### src/sv/assert_macros.svh
// assertion macros used by the top level rtl file
// no dependencies; empty bodies when SYNTHESIS is defined
`ifndef ASSERT_MACROS_SVH
`define ASSERT_MACROS_SVH
`ifndef SYNTHESIS
`define APU_ASSERT(lbl, clk, rst_n, prop) \
    lbl: assert property (@(posedge clk) disable iff (!rst_n) (prop)) \
        else $error("%m: assertion failed");
`define APU_IMPLIES(lbl, clk, rst_n, ante, cons) \
    lbl: assert property (@(posedge clk) disable iff (!rst_n) (ante) |-> (cons)) \
        else $error("%m: implication failed");
`else
`define APU_ASSERT(lbl, clk, rst_n, prop)
`define APU_IMPLIES(lbl, clk, rst_n, ante, cons)
`endif
`endif

### src/sv/apu_pkg.sv
// shared types and constants of the adam parameter update block
// no dependencies
`default_nettype none
package apu_pkg;

    localparam int MAX_VARS = 1024;
    localparam int IDX_W    = $clog2(MAX_VARS);

    localparam logic [32:0] ONE_Q32 = 33'h1_0000_0000;

    localparam logic [2:0] CFG_BETA_ONE      = 3'd0;
    localparam logic [2:0] CFG_BETA_TWO      = 3'd1;
    localparam logic [2:0] CFG_LEARNING_RATE = 3'd2;
    localparam logic [2:0] CFG_STABILIZER    = 3'd3;
    localparam logic [2:0] CFG_NUM_VARS      = 3'd4;

    typedef enum logic [1:0] {SH_0, SH_16, SH_32} t_shift;

    typedef struct packed {
        logic        start;
        logic [63:0] a;
        logic [32:0] b;
        t_shift      sh;
    } t_mul_req;

    typedef struct packed {
        logic        done;
        logic [63:0] res;
    } t_mul_rsp;

    typedef enum logic {DS_DIV, DS_SQRT} t_ds_mode;

    // for a root the radicand is {n_hi[31:0], n_lo}
    typedef struct packed {
        logic        start;
        t_ds_mode    mode;
        logic [55:0] n_hi;
        logic [31:0] n_lo;
        logic [48:0] d;
    } t_ds_req;

    typedef struct packed {
        logic        done;
        logic        ovf;
        logic [31:0] q;
    } t_ds_rsp;

    typedef struct packed {
        logic [31:0] p;
        logic [39:0] m;
        logic [63:0] v;
    } t_entry;

    typedef enum logic [1:0] {MS_IDLE, MS_LO, MS_HI, MS_SUM} t_mul_state;
    typedef enum logic [1:0] {DQ_IDLE, DQ_RUN, DQ_DONE} t_ds_state;

    typedef enum logic [4:0] {
        S_IDLE, S_READ,
        S_P1, S_P1W, S_P2, S_P2W,
        S_C1, S_C1W, S_C2, S_C2W,
        S_M1, S_M1W, S_M2, S_M2W,
        S_V1, S_V1W, S_G2, S_G2W, S_V2, S_V2W,
        S_VH, S_VHW, S_SQ, S_SQW,
        S_N1, S_N1W, S_N2, S_N2W,
        S_DV, S_DVW, S_WB, S_OUT
    } t_state;

endpackage
`default_nettype wire

### src/sv/apu_mulsh.sv
// shared 32x32 multiplier sequencer: floor(a*b / 2^sh) saturated to 64 bits
// depends on apu_pkg
`default_nettype none
module apu_mulsh (
    input  wire logic              i_clk,
    input  wire logic              i_rst_n,
    input  wire apu_pkg::t_mul_req i_req,
    output apu_pkg::t_mul_rsp      o_rsp
);

    apu_pkg::t_mul_state r_state, n_state;
    logic [63:0]     r_a;
    logic [32:0]     r_b;
    apu_pkg::t_shift r_sh;
    logic [63:0]     r_plo, r_phi;

    logic [31:0] op_x;
    logic [63:0] prod;
    logic [63:0] low, hs;
    logic        hovf;
    logic [64:0] sum;

    assign op_x = (r_state == apu_pkg::MS_HI) ? r_a[63:32] : r_a[31:0];
    assign prod = {32'd0, op_x} * {32'd0, r_b[31:0]};

    always_ff @(posedge i_clk) begin
        if (!i_rst_n) begin
            r_state <= apu_pkg::MS_IDLE;
        end else begin
            r_state <= n_state;
        end
    end

    always_comb begin
        n_state = r_state;
        unique case (r_state)
            apu_pkg::MS_IDLE: if (i_req.start) n_state = apu_pkg::MS_LO;
            apu_pkg::MS_LO:   n_state = apu_pkg::MS_HI;
            apu_pkg::MS_HI:   n_state = apu_pkg::MS_SUM;
            apu_pkg::MS_SUM:  n_state = apu_pkg::MS_IDLE;
            default:          n_state = apu_pkg::MS_IDLE;
        endcase
    end

    always_ff @(posedge i_clk) begin
        if (r_state == apu_pkg::MS_IDLE && i_req.start) begin
            r_a  <= i_req.a;
            r_b  <= i_req.b;
            r_sh <= i_req.sh;
        end
        if (r_state == apu_pkg::MS_LO) r_plo <= prod;
        if (r_state == apu_pkg::MS_HI) r_phi <= prod;
    end

    always_comb begin
        case (r_sh)
            apu_pkg::SH_32: begin
                low  = {32'd0, r_plo[63:32]};
                hs   = r_phi;
                hovf = 1'b0;
            end
            apu_pkg::SH_16: begin
                low  = {16'd0, r_plo[63:16]};
                hs   = {r_phi[47:0], 16'd0};
                hovf = |r_phi[63:48];
            end
            default: begin
                low  = r_plo;
                hs   = {r_phi[31:0], 32'd0};
                hovf = |r_phi[63:32];
            end
        endcase
        sum = {1'b0, hs} + {1'b0, low};
    end

    assign o_rsp.done = (r_state == apu_pkg::MS_SUM);
    // a factor of one passes the operand through
    assign o_rsp.res  = (r_sh == apu_pkg::SH_32 && r_b[32]) ? r_a :
                        (hovf || sum[64]) ? {64{1'b1}} : sum[63:0];

endmodule
`default_nettype wire

### config.mk
export PLATFORM = sky130hd
export DESIGN_NAME = apu_mulsh
export DESIGN_NICKNAME = d
export VERILOG_FILES = /design/src/sv/assert_macros.svh /design/src/sv/apu_pkg.sv /design/src/sv/apu_mulsh.sv
export SDC_FILE = /design/constraint.sdc
export NUM_CORES = 2
export LEC_CHECK = 0
export BUFFER_PORTS_ARGS = -buffer_cell sky130_fd_sc_hd__buf_4
export CAP_MARGIN = 5
export CORE_MARGIN = 2
export CORE_UTILIZATION = 60
export CTS_CLUSTER_SIZE = 20
export DETAILED_ROUTE_END_ITERATION = 6
export HOLD_SLACK_MARGIN = 0.15
export PLACE_DENSITY = 0.81
export REMOVE_ABC_BUFFERS = 1
export SYNTH_ARGS = -nofsm -noshare
export SYNTH_HDL_FRONTEND = slang
export SYNTH_SLANG_ARGS = --single-unit
export TNS_END_PERCENT = 10
### constraint.sdc
create_clock -name i_clk -period 11.8 [get_ports i_clk]
set_input_delay 1.77 -clock i_clk [delete_from_list [all_inputs] [get_ports i_clk]]
set_output_delay 1.77 -clock i_clk [all_outputs]
set_load 0.01 [all_outputs]
* Yosys cells after proc, flatten, opt, wreduce, memory -nomap -nowiden
Index checks and enable logic that the tools add are counted.
W data, S select, Z words.
** Cells by class
- Add/sub/neg operators :: 1
- $mul :: 1
- Eq/ne operators :: 6
- Mux-type cells :: 8
- Reductions and logical operators :: 6
** Operators by type and width (number)
- $pmux W64 S2 :: 2
- $mux W64 :: 2
- $add A64 B64 Y65 :: 1
- $mul A32 B32 Y64 :: 1
- $mux W32 :: 1
- $reduce_or A32 Y1 :: 1
- $reduce_or A16 Y1 :: 1
- $pmux W2 S4 :: 1
- $eq A2 B2 Y1 const B :: 3
- $eq A2 B1 Y1 const B :: 2
- $logic_and A1 B1 Y1 :: 2
- $logic_not A2 Y1 :: 1
- $mux W2 :: 1
- $ne A2 B2 Y1 const B :: 1
- $pmux W1 S2 :: 1
- $logic_or A1 B1 Y1 :: 1
** Word-level totals
- Register bits :: 229
- Output and inout port bits :: 65
- Logic and storage cells :: 28

* Depth between registers and ports, before layout
- Word-level depth :: 6
- Depth in mapped cells :: 35
- Gate-level depth less buffers :: 31

* Worst setup path after synthesis
OpenSTA, ideal clock, no wires.
- Kind :: register to register
- Start point :: register r_state[0]
- End point :: register r_phi[49], data pin
- Library setup time :: 0.270 ns
- Arrival :: 9.828 ns
- Required time :: 11.530 ns
- Path slack :: 1.702 ns
- Stages on the path, launching flop included :: 32
- Buffers on the path :: 4
- Period minus slack after synthesis :: 10.098 ns
- Cell sequence :: dfxtp_1 inv_1 ha_1 clkbuf_1 clkbuf_1 mux2_2 clkbuf_1 and2_1 fa_1 fa_1 inv_1 fa_1 fa_1 inv_1 fa_1 fa_1 fa_1 inv_1 fa_1 inv_1 ha_1 clkbuf_1 a21o_1 o21bai_1 a221o_1 a21oi_1 o31ai_1 a21o_1 or2_2 a21oi_1 o21ai_0 xor2_1
** Between the ends
- Cells in the longest elaborated chain, start to end :: 3
** RTL lines
- start, declared :: line apu_mulsh.sv:11 : apu_pkg::t_mul_state r_state, n_state;
- start signal, assigned :: line apu_mulsh.sv:28 : r_state <= apu_pkg::MS_IDLE;
- start signal, assigned :: line apu_mulsh.sv:30 : r_state <= n_state;
- $eq A2 B2 Y1 :: line apu_mulsh.sv:23 : assign op_x = (r_state == apu_pkg::MS_HI) ? r_a[63:32] : r_a[31:0];
- $mux W32 :: line apu_mulsh.sv:23
- $mul A32 B32 Y64 :: line apu_mulsh.sv:24 : assign prod = {32'd0, op_x} * {32'd0, r_b[31:0]};
- via prod[49] :: line apu_mulsh.sv:18 : logic [63:0] prod;
- end signal, assigned :: line apu_mulsh.sv:52 : if (r_state == apu_pkg::MS_HI) r_phi <= prod;
- end, declared :: line apu_mulsh.sv:15 : logic [63:0] r_plo, r_phi;
The timed path passes the listed nets, and every way through them passes these cells.
A chain may end at the register's enable or synchronous reset.

* Worst setup path after layout
- Start point :: register r_state[0]
- End point :: register r_plo[49], data pin
** Between the ends
- Cells in the longest elaborated chain, start to end :: 3
** RTL lines
- $eq A2 B2 Y1 :: line apu_mulsh.sv:23
- $mux W32 :: line apu_mulsh.sv:23
- $mul A32 B32 Y64 :: line apu_mulsh.sv:24
- via prod[49] :: line apu_mulsh.sv:18
- end signal, assigned :: line apu_mulsh.sv:51 : if (r_state == apu_pkg::MS_LO) r_plo <= prod;
- end, declared :: line apu_mulsh.sv:15
The timed path passes the listed nets, and every way through them passes these cells.

==> summary.md <==
| Metric | Value |
|---|---|
| Syn Inst Count | `4991` |
| Vias in the first global route | `38100` |
| I/O Buffers | `166` |
| Row count | `102` |
| RSZ-0062 raised after global routing | `false` |
| First-pass GRT wire length | `211000 microns` |
| CP Class | `reg -> reg` |
| Initial antenna violation count | `3` |
| Required time of the critical path | `12.09 ns` |
| HP Class | `reg -> reg` |
| Layout area overhead | `5.74%` |
| CP max stage delay | `0.98 ns` |
| CTS Root Cell | `clkbuf_16` |
| Top FF cell, synth | `edfxtp_1` |
| Synth Warn # | `0` |
| Remaining DRCs | `0` |
| Wl on met1 | `50500 microns` |
| WL met3 | `11600 microns` |
| Hold Vio Cnt, Final | `0` |
| Core Footprint | `77500 sq um` |
| Crit path max-delay cell type | `mux2_2` |
| GRT Total Usage | `0.336` |
| Initial Util | `0.605` |
| Slew @ Worst Pin | `1.33 ns` |
| Fmax | `107 MHz` |
| Max Cap Viol | `0` |
| Cell mode on critical path | `fa_1` |
| DR WL/cell | `22.1 microns` |
| TritonCTS buffer count | `24` |
| CTS Hold Bufs | `0` |
| DIE AREA | `80400 sq um` |
| CP Capture Type | `register` |
| Iteration-0 DRC Markers | `3532` |
| Met2 wire len | `63600 microns` |
| Vias post-DR | `36000` |
| Clock Latency Late Sink | `0.58 ns` |
| Post_cts resized | `0` |
| Final setup vio count | `0` |
| Final wirelength | `133000 microns` |
| Max FO, Critical Path | `33` |
| CTS tree | `built` |
| ANT nets after route | `0` |
| GPL Wtd Cong | `1.04` |
| Highest routed layer | `met5` |
| Largest net degree at the start of global routing | `89` |
| Reg clk slew, reported paths | `0.06 ns` |
| Final period utilization | `0.795` |
| Clock sinks | `229` |
| Layout cell share with drive strength beyond 1 | `0.0632` |
| Slew Viols, Final | `0` |
| Family with the most delay on the worst path | `adder cells` |
| Pre-antenna DRT Iters | `6` |
| Syn Area/Cell | `9.39 sq um` |
| Clk buf depth | `3` |
| Post-synth EDFFs | `227` |
| Post-DP HPWL | `105000 microns` |
| Sequential element share of the synthesized area | `0.146` |
| Worst path bufs/invs | `4` |
| Skew final | `0.0375 ns` |
| I/O pin cnt | `167` |
| Fin nets | `6283` |
| Asr flop ratio synth | `0` |
| Outcome | `complete, no violations` |
| Synth Cell Area | `46900 sq um` |
| Chip Width | `284 microns` |
| GR Overflow Total | `0` |
| Routed vias/inst | `5.98` |
| Setup crit start kind | `register` |
| Relative slew slack | `0.115` |
| H-tree Lvls | `1` |
| Post-CTS setup buffer count | `0` |
| Sum Neg Setup Slack | `0 ns` |
| Min cycle time layout | `9.38 ns` |
| Yosys reg bits | `229` |
| Synth unique cells | `70` |
| Critical Path AT | `9.66 ns` |
| Die Span Y | `284 microns` |
==> area by class of cell <==
type                            instances  area (sq um)
Antenna cell                            1          2.50
Clock buffer                           27           612
Clock inverter                         16           206
Fill cell                            6225         27900
Inverter                              902          3390
Multi-Input combinational cell       3572         35500
Sequential cell                       229          6860
Tap cell                             1040          1300
Timing Repair Buffer                  221          1660
==> sequential cells by signal (all words and copies together) (netlist names) <==
register,count
r_b,33
r_sh,2
r_state,2
r_plo,64
r_a,64
r_phi,64
==> worst paths after layout <==
check	endpoint	start	slack, ns	cells past startpoint
max	r_plo[49]	r_state[0]	2.42	26
min	r_state[0]	r_state[0]	0.57	1
max reg2reg	r_plo[49]	r_state[0]	2.42	26
min reg2reg	r_state[0]	r_state[0]	0.57	1
==> synth_stat cells (14+ instances only) <==
cell type    n  area share
o21ai_0    138       0.015
nand2_1    583       0.047
a211oi_1    14      0.0022
inv_1      900       0.072
clkbuf_1   273       0.022
nand3_1     22      0.0023
and2_1     643       0.086
nor2b_1     19      0.0025
nor3_1      17      0.0018
a22oi_1     67       0.011
a21o_1      59      0.0094
ha_1       334       0.089
nand4_1     38      0.0051
mux2_2      32      0.0077
o21bai_1    26      0.0042
a22o_1      32      0.0060
o211ai_1    14      0.0022
edfxtp_1   227        0.15
fa_1       897        0.38
a31oi_1     20      0.0027
xnor2_1     69       0.013
nor4_1      15      0.0020
a21oi_1    209       0.022
xor2_1      49      0.0092
nor2_1     130       0.010
==> layout by cell type, fill, tap and decap left out, types with 18 or more instances in the layout <==
master,n
a21o_1,59
a21oi_1,209
a22o_1,32
a22oi_1,67
a31oi_1,20
and2_1,642
buf_4,221
clkbuf_16,24
edfxtp_1,227
fa_1,897
ha_1,330
inv_1,900
mux2_2,32
nand2_1,582
nand3_1,22
nand4_1,38
nor2_1,130
nor2b_1,18
o21ai_0,138
o21bai_1,26
xnor2_1,69
xor2_1,49
==> per-layer routing <==
| metal | global-route usage | vias to the layer above |
|---|---|---|
| met5 | 0 | - |
| met4 | 0.152 | 2 |
| met3 | 0.0595 | 402 |
| met2 | 0.556 | 1877 |
| met1 | 0.434 | 18200 |
| li1 | - | 15500 |
==> metrics by stage <==
stage	area [sq um]	worst slack (ns)	util	hold WS, ns	cells
4_1_cts	49600	2.49	0.640	0.583	6007
3_3_place_gp	48800	2.71	0.629	0.548	5964
6_report	49600	2.42	0.640	0.575	6008
3_5_place_dp	48800	2.54	0.629	0.574	5964
2_1_floorplan	45800	1.53	-	0.526	4703
5_1_grt	49600	2.09	0.640	0.603	6007
==> kinds of logic after synthesis <==
group | Yosys count | synth area share
AOI/OAI and AO/OA | 663 | 0.0898
xor gates and xnor gates | 118 | 0.0220
adders and majority gates | 1231 | 0.472
buffers and inverters | 1190 | 0.0963
DFF | 229 | 0.146
muxes | 35 | 0.00833
and+or+nand+nor | 1525 | 0.165
Power is not shown: default switching activity piles up to over one toggle a cycle in this logic, so the estimate is an artifact.
