==> src/sv/assert_macros.svh <==
// assertion macros used by the top level rtl file
// no dependencies; empty bodies when SYNTHESIS is defined
`ifndef ASSERT_MACROS_SVH
`define ASSERT_MACROS_SVH
`ifndef SYNTHESIS
`define APU_ASSERT(lbl, clk, rst_n, prop) \
    lbl: assert property (@(posedge clk) disable iff (!rst_n) (prop)) \
        else $error("%m: assertion failed");
`define APU_IMPLIES(lbl, clk, rst_n, ante, cons) \
    lbl: assert property (@(posedge clk) disable iff (!rst_n) (ante) |-> (cons)) \
        else $error("%m: implication failed");
`else
`define APU_ASSERT(lbl, clk, rst_n, prop)
`define APU_IMPLIES(lbl, clk, rst_n, ante, cons)
`endif
`endif

==> src/sv/apu_pkg.sv <==
// shared types and constants of the adam parameter update block
// no dependencies
`default_nettype none
package apu_pkg;

    localparam int MAX_VARS = 1024;
    localparam int IDX_W    = $clog2(MAX_VARS);

    localparam logic [32:0] ONE_Q32 = 33'h1_0000_0000;

    localparam logic [2:0] CFG_BETA_ONE      = 3'd0;
    localparam logic [2:0] CFG_BETA_TWO      = 3'd1;
    localparam logic [2:0] CFG_LEARNING_RATE = 3'd2;
    localparam logic [2:0] CFG_STABILIZER    = 3'd3;
    localparam logic [2:0] CFG_NUM_VARS      = 3'd4;

    typedef enum logic [1:0] {SH_0, SH_16, SH_32} t_shift;

    typedef struct packed {
        logic        start;
        logic [63:0] a;
        logic [32:0] b;
        t_shift      sh;
    } t_mul_req;

    typedef struct packed {
        logic        done;
        logic [63:0] res;
    } t_mul_rsp;

    typedef enum logic {DS_DIV, DS_SQRT} t_ds_mode;

    // for a root the radicand is {n_hi[31:0], n_lo}
    typedef struct packed {
        logic        start;
        t_ds_mode    mode;
        logic [55:0] n_hi;
        logic [31:0] n_lo;
        logic [48:0] d;
    } t_ds_req;

    typedef struct packed {
        logic        done;
        logic        ovf;
        logic [31:0] q;
    } t_ds_rsp;

    typedef struct packed {
        logic [31:0] p;
        logic [39:0] m;
        logic [63:0] v;
    } t_entry;

    typedef enum logic [1:0] {MS_IDLE, MS_LO, MS_HI, MS_SUM} t_mul_state;
    typedef enum logic [1:0] {DQ_IDLE, DQ_RUN, DQ_DONE} t_ds_state;

    typedef enum logic [4:0] {
        S_IDLE, S_READ,
        S_P1, S_P1W, S_P2, S_P2W,
        S_C1, S_C1W, S_C2, S_C2W,
        S_M1, S_M1W, S_M2, S_M2W,
        S_V1, S_V1W, S_G2, S_G2W, S_V2, S_V2W,
        S_VH, S_VHW, S_SQ, S_SQW,
        S_N1, S_N1W, S_N2, S_N2W,
        S_DV, S_DVW, S_WB, S_OUT
    } t_state;

endpackage
`default_nettype wire

==> src/sv/apu_divsq.sv <==
// iterative divider and integer square root, one result bit per cycle
// depends on apu_pkg
`default_nettype none
module apu_divsq (
    input  wire logic             i_clk,
    input  wire logic             i_rst_n,
    input  wire apu_pkg::t_ds_req i_req,
    output apu_pkg::t_ds_rsp      o_rsp
);

    apu_pkg::t_ds_state r_state, n_state;
    apu_pkg::t_ds_mode  r_mode;
    logic [48:0] r_d;
    logic [48:0] r_rem;
    logic [63:0] r_sh;
    logic [31:0] r_q;
    logic        r_ovf;
    logic [4:0]  r_cnt;

    logic        start_ovf;
    logic [49:0] div_r2, div_sub;
    logic        div_ge;
    logic [35:0] sq_r2, sq_tr, sq_sub;
    logic        sq_ge;

    // quotient would not fit in 32 bits
    assign start_ovf = (i_req.mode == apu_pkg::DS_DIV) && (i_req.n_hi >= {7'd0, i_req.d});

    assign div_r2  = {r_rem, r_sh[63]};
    assign div_ge  = div_r2 >= {1'b0, r_d};
    assign div_sub = div_r2 - {1'b0, r_d};
    assign sq_r2   = {r_rem[33:0], r_sh[63:62]};
    assign sq_tr   = {2'b00, r_q, 2'b01};
    assign sq_ge   = sq_r2 >= sq_tr;
    assign sq_sub  = sq_r2 - sq_tr;

    always_ff @(posedge i_clk) begin
        if (!i_rst_n) begin
            r_state <= apu_pkg::DQ_IDLE;
        end else begin
            r_state <= n_state;
        end
    end

    always_comb begin
        n_state = r_state;
        unique case (r_state)
            apu_pkg::DQ_IDLE:
                if (i_req.start) n_state = start_ovf ? apu_pkg::DQ_DONE : apu_pkg::DQ_RUN;
            apu_pkg::DQ_RUN:
                if (r_cnt == 5'd31) n_state = apu_pkg::DQ_DONE;
            apu_pkg::DQ_DONE: n_state = apu_pkg::DQ_IDLE;
            default:          n_state = apu_pkg::DQ_IDLE;
        endcase
    end

    always_ff @(posedge i_clk) begin
        if (r_state == apu_pkg::DQ_IDLE && i_req.start) begin
            r_mode <= i_req.mode;
            r_d    <= i_req.d;
            r_q    <= 32'd0;
            r_cnt  <= 5'd0;
            r_ovf  <= start_ovf;
            if (i_req.mode == apu_pkg::DS_DIV) begin
                r_rem <= i_req.n_hi[48:0];
                r_sh  <= {i_req.n_lo, 32'd0};
            end else begin
                r_rem <= 49'd0;
                r_sh  <= {i_req.n_hi[31:0], i_req.n_lo};
            end
        end else if (r_state == apu_pkg::DQ_RUN) begin
            r_cnt <= r_cnt + 5'd1;
            if (r_mode == apu_pkg::DS_DIV) begin
                r_rem <= div_ge ? div_sub[48:0] : div_r2[48:0];
                r_q   <= {r_q[30:0], div_ge};
                r_sh  <= {r_sh[62:0], 1'b0};
            end else begin
                r_rem <= {15'd0, sq_ge ? sq_sub[33:0] : sq_r2[33:0]};
                r_q   <= {r_q[30:0], sq_ge};
                r_sh  <= {r_sh[61:0], 2'b00};
            end
        end
    end

    assign o_rsp.done = (r_state == apu_pkg::DQ_DONE);
    assign o_rsp.ovf  = r_ovf;
    assign o_rsp.q    = r_q;

endmodule
`default_nettype wire

==> config.mk <==
export PLATFORM = sky130hd
export DESIGN_NAME = apu_divsq
export DESIGN_NICKNAME = d
export VERILOG_FILES = /design/src/sv/assert_macros.svh /design/src/sv/apu_pkg.sv /design/src/sv/apu_divsq.sv
export SDC_FILE = /design/constraint.sdc
export NUM_CORES = 1
export LEC_CHECK = 0
export ABC_CLOCK_PERIOD_IN_PS = 4950
export BUFFER_PORTS_ARGS = -buffer_cell sky130_fd_sc_hd__clkbuf_2
export CORE_MARGIN = 4
export CORE_UTILIZATION = 35
export DETAILED_ROUTE_END_ITERATION = 6
export SLEW_MARGIN = 20
export SYNTH_ARGS = -nofsm -noshare
export SYNTH_HDL_FRONTEND = slang
export SYNTH_SLANG_ARGS = --single-unit
==> constraint.sdc <==
create_clock -name i_clk -period 4.95 [get_ports i_clk]
set_input_delay 0.495 -clock i_clk [delete_from_list [all_inputs] [get_ports i_clk]]
set_output_delay 0.495 -clock i_clk [all_outputs]
set_load 0.01 [all_outputs]
# After elaboration in Yosys (flattened, before gate mapping)
# Cells that the tools add are included.
totals:
  n_memories: 0
  ramBits: 0
  mem_bits_ro: 0
  word_cells: 40
  latchBits: 0
  inputBits: 141
  regBits: 203
  out_inout_bits: 34
op_classes:
  n_mux: 15
  eq_ne: 5
  mul: 0
  addsub: 3
  n_lt_le_gt_ge: 3
  n_div: 0
  n_reduce_logical: 5
  n_bitwise: 1
  shifts: 0
op_table:
  columns: ["op", "n"]
  rows:
  - ["2-to-1 mux 64 bit", 4]
  - ["2-to-1 mux 49 bit", 5]
  - ["greater-or-equal comparator 56 x 49 -> 1 bit", 1]
  - ["greater-or-equal comparator 50 x 49 -> 1 bit", 1]
  - ["subtractor 49 bit", 1]
  - ["greater-or-equal comparator 36 x 34 -> 1 bit", 1]
  - ["2-to-1 mux 34 bit", 1]
  - ["subtractor 34 bit", 1]
  - ["2-to-1 mux 2 bit", 3]
  - ["adder 5 x 1 -> 5 bit, second input constant", 1]
  - ["equality test 5 bit, second input constant", 1]
  - ["inequality test 2 bit, second input constant", 2]
  - ["case mux 2 bit (2 select lines)", 1]
  - ["equality test 2 x 1 -> 1 bit, second input constant", 1]
  - ["equality test 2 bit, second input constant", 1]
  - ["logical AND 1 bit", 2]
  - ["zero test 2 bit", 1]
  - ["AND reduction 2 bit", 1]
  - ["nonzero test 2 bit", 1]
  - ["2-to-1 mux 1 bit", 1]
  - ["inverter 1 bit", 1]

# Depth between registers and ports, before layout
depth:
  word_depth: 5
  mapped_depth: 15

# Worst setup path after synthesis
# No wires, ideal clock.
synth_path:
  kind: "input-to-reg"
  start: "input i_req[138] (netlist name)"
  end: "register r_rem[0], enable pin"
  setup_time_ns: 1.015
  stages: 4
  slack_ns: 0.870
  arrival_ns: 3.065
  n_path_buf: 2
  path_cell_list: "nand2_1 clkbuf_1 clkbuf_1 nand2_1"
synth_between:
  elab_chain_len: 2
synth_lines:
  columns: ["element", "line_no", "text"]
  rows:
  - ["from (decl)", "apu_divsq.sv:7", "input wire apu_pkg::t_ds_req i_req,"]
  - ["logical AND 1 bit", "apu_divsq.sv:58", "if (r_state == apu_pkg::DQ_IDLE && i_req.start) begin"]
  - ["nonzero test 2 bit (no source line)", null, null]
  - ["to (signal assigned)", "apu_divsq.sv:65", "r_rem <= i_req.n_hi[48:0];"]
  - ["to (signal assigned)", "apu_divsq.sv:74", "r_rem <= div_ge ? div_sub[48:0] : div_r2[48:0];"]
  - ["to (signal assigned)", "apu_divsq.sv:78", "r_rem <= {15'd0, sq_ge ? sq_sub[33:0] : sq_r2[33:0]};"]
  - ["to (decl)", "apu_divsq.sv:14", "logic [48:0] r_rem;"]
# No other way between the ends.
# A chain may end at the register's enable or synchronous reset.

# Final worst setup path
layout_path:
  start: "register r_rem[0]"
  end: "register r_rem[6] (data pin)"
layout_between:
  elab_chain_len: 5
  elab_cells_between_ends: 9
  classes_between: "add/sub (2); order compare (2); mux (5)"
layout_lines:
  columns: ["element", "line_no", "text"]
  rows:
  - ["subtractor 49 bit (tied with other cells)", "apu_divsq.sv:31", "assign div_sub = div_r2 - {1'b0, r_d};"]
  - ["2-to-1 mux 49 bit or 2-to-1 mux 34 bit (tied branches)", "apu_divsq.sv:74, apu_divsq.sv:78", null]
  - ["2-to-1 mux 49 bit (*)", "apu_divsq.sv:73", "if (r_mode == apu_pkg::DS_DIV) begin"]
  - ["2-to-1 mux 49 bit (*)", "apu_divsq.sv:71", "end else if (r_state == apu_pkg::DQ_RUN) begin"]
  - ["2-to-1 mux 49 bit (*)", "apu_divsq.sv:58", null]
# Every way passes the cells marked *; elsewhere a longest branch is shown, timed or not. The select of a mux whose other input is x is not followed.

==> flow_summary_export.csv <==
group,metric,value,unit
status,status,"finished clean",
logic_synthesis,muxShareOfSynthArea,5.04,%
sta,rsz0062_at_grt,"false",
clocking,cts_buffers,26,
routing,wl,50000,um
logic_synthesis,yosysTopAreaCell,"edfxtp_1",
logic_synthesis,synth_fa_ha_area_share,11.0,%
logic_synthesis,yosys.area_share.simple,12.6,%
floorplanning,boundaryPins,175,
routing,drtIter0Drc,1055,
logic_synthesis,synth_area_per_cell,9.12,um^2
routing,drc_errors,0,
sta,min_period_over_period,87.3,%
sta,fin_skew,0.0355,ns
clocking,post_cts_buffers,0,
power,ir_drop,252,uV
clocking,cts_root_buf,"clkbuf_16",
global_routing,grt_max_degree,111,
routing,ant_nets,0,
run,drv_cap,0,
logic_synthesis,synth_edf_count,164,
clocking,cts_resized,0,
clocking,cts_tree,"yes",
critical_path,critical_path_class,"flop to flop",
sta,slew_headroom,27.7,%
logic_synthesis,syn_area,15400,um^2
clocking,clk_pin_slew_worst_paths,0.06,ns
critical_path,endpoint_kind,"flop",
floorplanning,dieArea,47400,um^2
sta,tns,0,ns
sta,worstMarginPinSlew,1.08,ns
floorplanning,core_area,43300,um^2
layout,final_nets,2099,
logic_synthesis,syn-num-nets,1963,
global_routing,grt_antenna_before_repair,4,
critical_path,cp_max_fo,32,
power,combPwrFrac,43.0,%
logic_synthesis,ys.flop_type,"edfxtp_1",
sta,period_minus_slack,4.32,ns
clocking,hold_buffers,0,
floorplanning,chipWidth,218,um
clocking,clk_path_buf_depth,3,
clocking,clock_latency,0.57,ns
critical_path,cp.required,5.27,ns
logic_synthesis,synth_top_family_by_area,"compound AO/OA/AOI/OAI gates",
critical_path,crit_path_start_kind,"flop",
sta,hold_ws,0.119,ns
logic_synthesis,synth_xor_xnor_area_share,4.21,%
logic_synthesis,synth_compound_area_share,23.8,%
global_routing,grt_use_total,20.4,%
place,gp_congestion,0.985,
routing,viasPerCell,5.58,
routing,vias,13600,
critical_path,crit_arrival,4.64,ns
sta,setup_viol,0,
floorplanning,std_cell_rows,76,
routing,wl_per_cell,20.6,um
power,p_sw_share,38.9,%
layout,drive_above_1_share,13.4,%
hold_path,hold_class,"input pin to flop",
clocking,cts_sinks,203,
global_routing,grt_pass1_vias,13100,
logic_synthesis,synth_cell_types,79,
global_routing,grt_pass1_wl,76300,um
logic_synthesis,syn_inst,1687,
sta,finalHoldViolCount,0,
logic_synthesis,yosysMostFrequentCell,"edfxtp_1",
floorplanning,floorplan.initialDensity,35.5,%
clocking,h-tree-depth,1,
logic_synthesis,yosysWarningCount,0,
logic_synthesis,synth_area_leaders,"edfxtp_1 (32%), ha_1 (11%), dfxtp_1 (5.1%)",
place,io_buffers,174,
logic_synthesis,ys_top_cells_by_count,"edfxtp_1 (164), inv_1 (152), ha_1 (134), nand2_1 (134), o21ai_0 (127)",
layout,areaGrowthSynthToFinish,14.2,%
power,power.switching,2820,uW
sta,max_freq,0.231,GHz
power,power_density,412,nW/um^2
power,clock_power_share,24.7,%
global_routing,grt_overflow,0,
power,internal_power,4430,uW
logic_synthesis,ys_ff_latch,203,
logic_synthesis,synth_seq_area_share,37.1,%
logic_synthesis,ys_async_sr_fraction,0,%
logic_synthesis,yosysTopAreaCellShare,32.0,%
power,seqPwrFrac,32.3,%
floorplanning,die_h,218,um
place,post-dp-hpwl,38400,um
routing,drt_first_pass_iters,5,
power,leakagePower,0.00751,uW
sta,drv_slew,0,
-- final timing paths --
path / start / end / slack [ns] / cells after the start
worst max register to register: r_rem[0] / r_rem[6] / 0.63 / 11
worst min-delay path: i_req[22] / r_d[22] / 0.12 / 1
worst max-delay path: r_rem[0] / r_rem[6] / 0.63 / 11
worst min register to register: r_cnt[4] / r_cnt[4] / 0.47 / 2
-- cell families (layout without fill, tap and decap cells) --
family                     Yosys count  count (layout)
AOI/OAI and AO/OA                  557             557
and+or+nand+nor                    406             406
buffers and inverters              235             391
DFF                                203             203
adders and majority gates          135             135
muxes                               77              77
xor gates and xnor gates            74              74
other                                0               2
-- through the flow --
stage	power (uW)	worst slack, ns	std cells	instance area [um^2]	util, %
after floorplan	4620	0.870	1687	15400	-
after global placement	5400	0.874	2380	16800	38.8
after detailed placement	5420	0.706	2380	16800	38.8
after CTS	7240	0.696	2428	17600	40.6
after global routing	7690	0.424	2430	17600	40.6
final	7240	0.630	2430	17600	40.6
-- state kept, by name, indices dropped and copies added, names as in the netlist --
register,cells
r_ovf,1
r_rem,49
r_cnt,5
r_q,32
r_sh,64
r_d,49
r_mode,1
r_state,2
-- placed cells by master (no fill, tap or decap), types with 7 or more instances in the layout --
cell	instances
and4_1	8
a21oi_1	116
o22ai_1	17
clkinv_1	9
xor2_1	30
o21a_1	15
a221o_1	10
nor4_1	8
o21ai_1	15
mux2i_1	74
inv_1	152
o31ai_1	7
buf_4	13
a211oi_1	16
a21o_1	69
o211ai_1	13
edfxtp_1	164
o21bai_1	9
nor2_1	65
o21ai_0	127
a22oi_1	65
nor2b_1	15
nand4_1	27
nor3_1	24
ha_1	134
and3_1	8
nand3_1	83
xnor2_1	44
nand2_1	132
nand2b_1	9
dfxtp_1	39
clkbuf_16	26
clkbuf_2	174
clkbuf_1	8
-- worst max-delay path, cell delays in order (launching register included) --
cell and delay [ns]:
edfxtp_1 0.48, ha_1 0.39, nor2b_1 0.18, o31a_1 0.27, o311ai_1 0.51, a21oi_1 0.21
o31ai_2 0.37, and2_2 0.67, buf_4 0.42, mux2i_1 0.24, o22ai_1 0.10, a21o_1 0.20
-- routing by layer --
layer	track usage, %	up-vias	share of wire [%]
met5	0	-	0.054
met4	6.89	4	3.3
met3	3.30	85	6.3
met2	31.2	401	43
met1	29.3	6496	47
li1	-	6575	-
-- layout make-up --
type                            count  area, um^2
Clock buffer                       34         681
Multi-Input combinational cell   1249        8750
Inverter                          154         581
Sequential cell                   203        5710
Timing Repair Buffer              189        1000
Fill cell                        4335       25700
Clock inverter                     14         106
Antenna cell                        2        5.00
Tap cell                          585         732
-- power groups by stage --
stage          clock [uW]  sequential, uW  combinational, uW
2_1_floorplan           0            2290               2330
3_3_place_gp            0            2360               3040
3_5_place_dp            0            2360               3060
4_1_cts              1830            2330               3080
5_1_grt              1910            2360               3420
6_report             1790            2340               3110
Note: power is estimated with default switching activity, not from simulation.
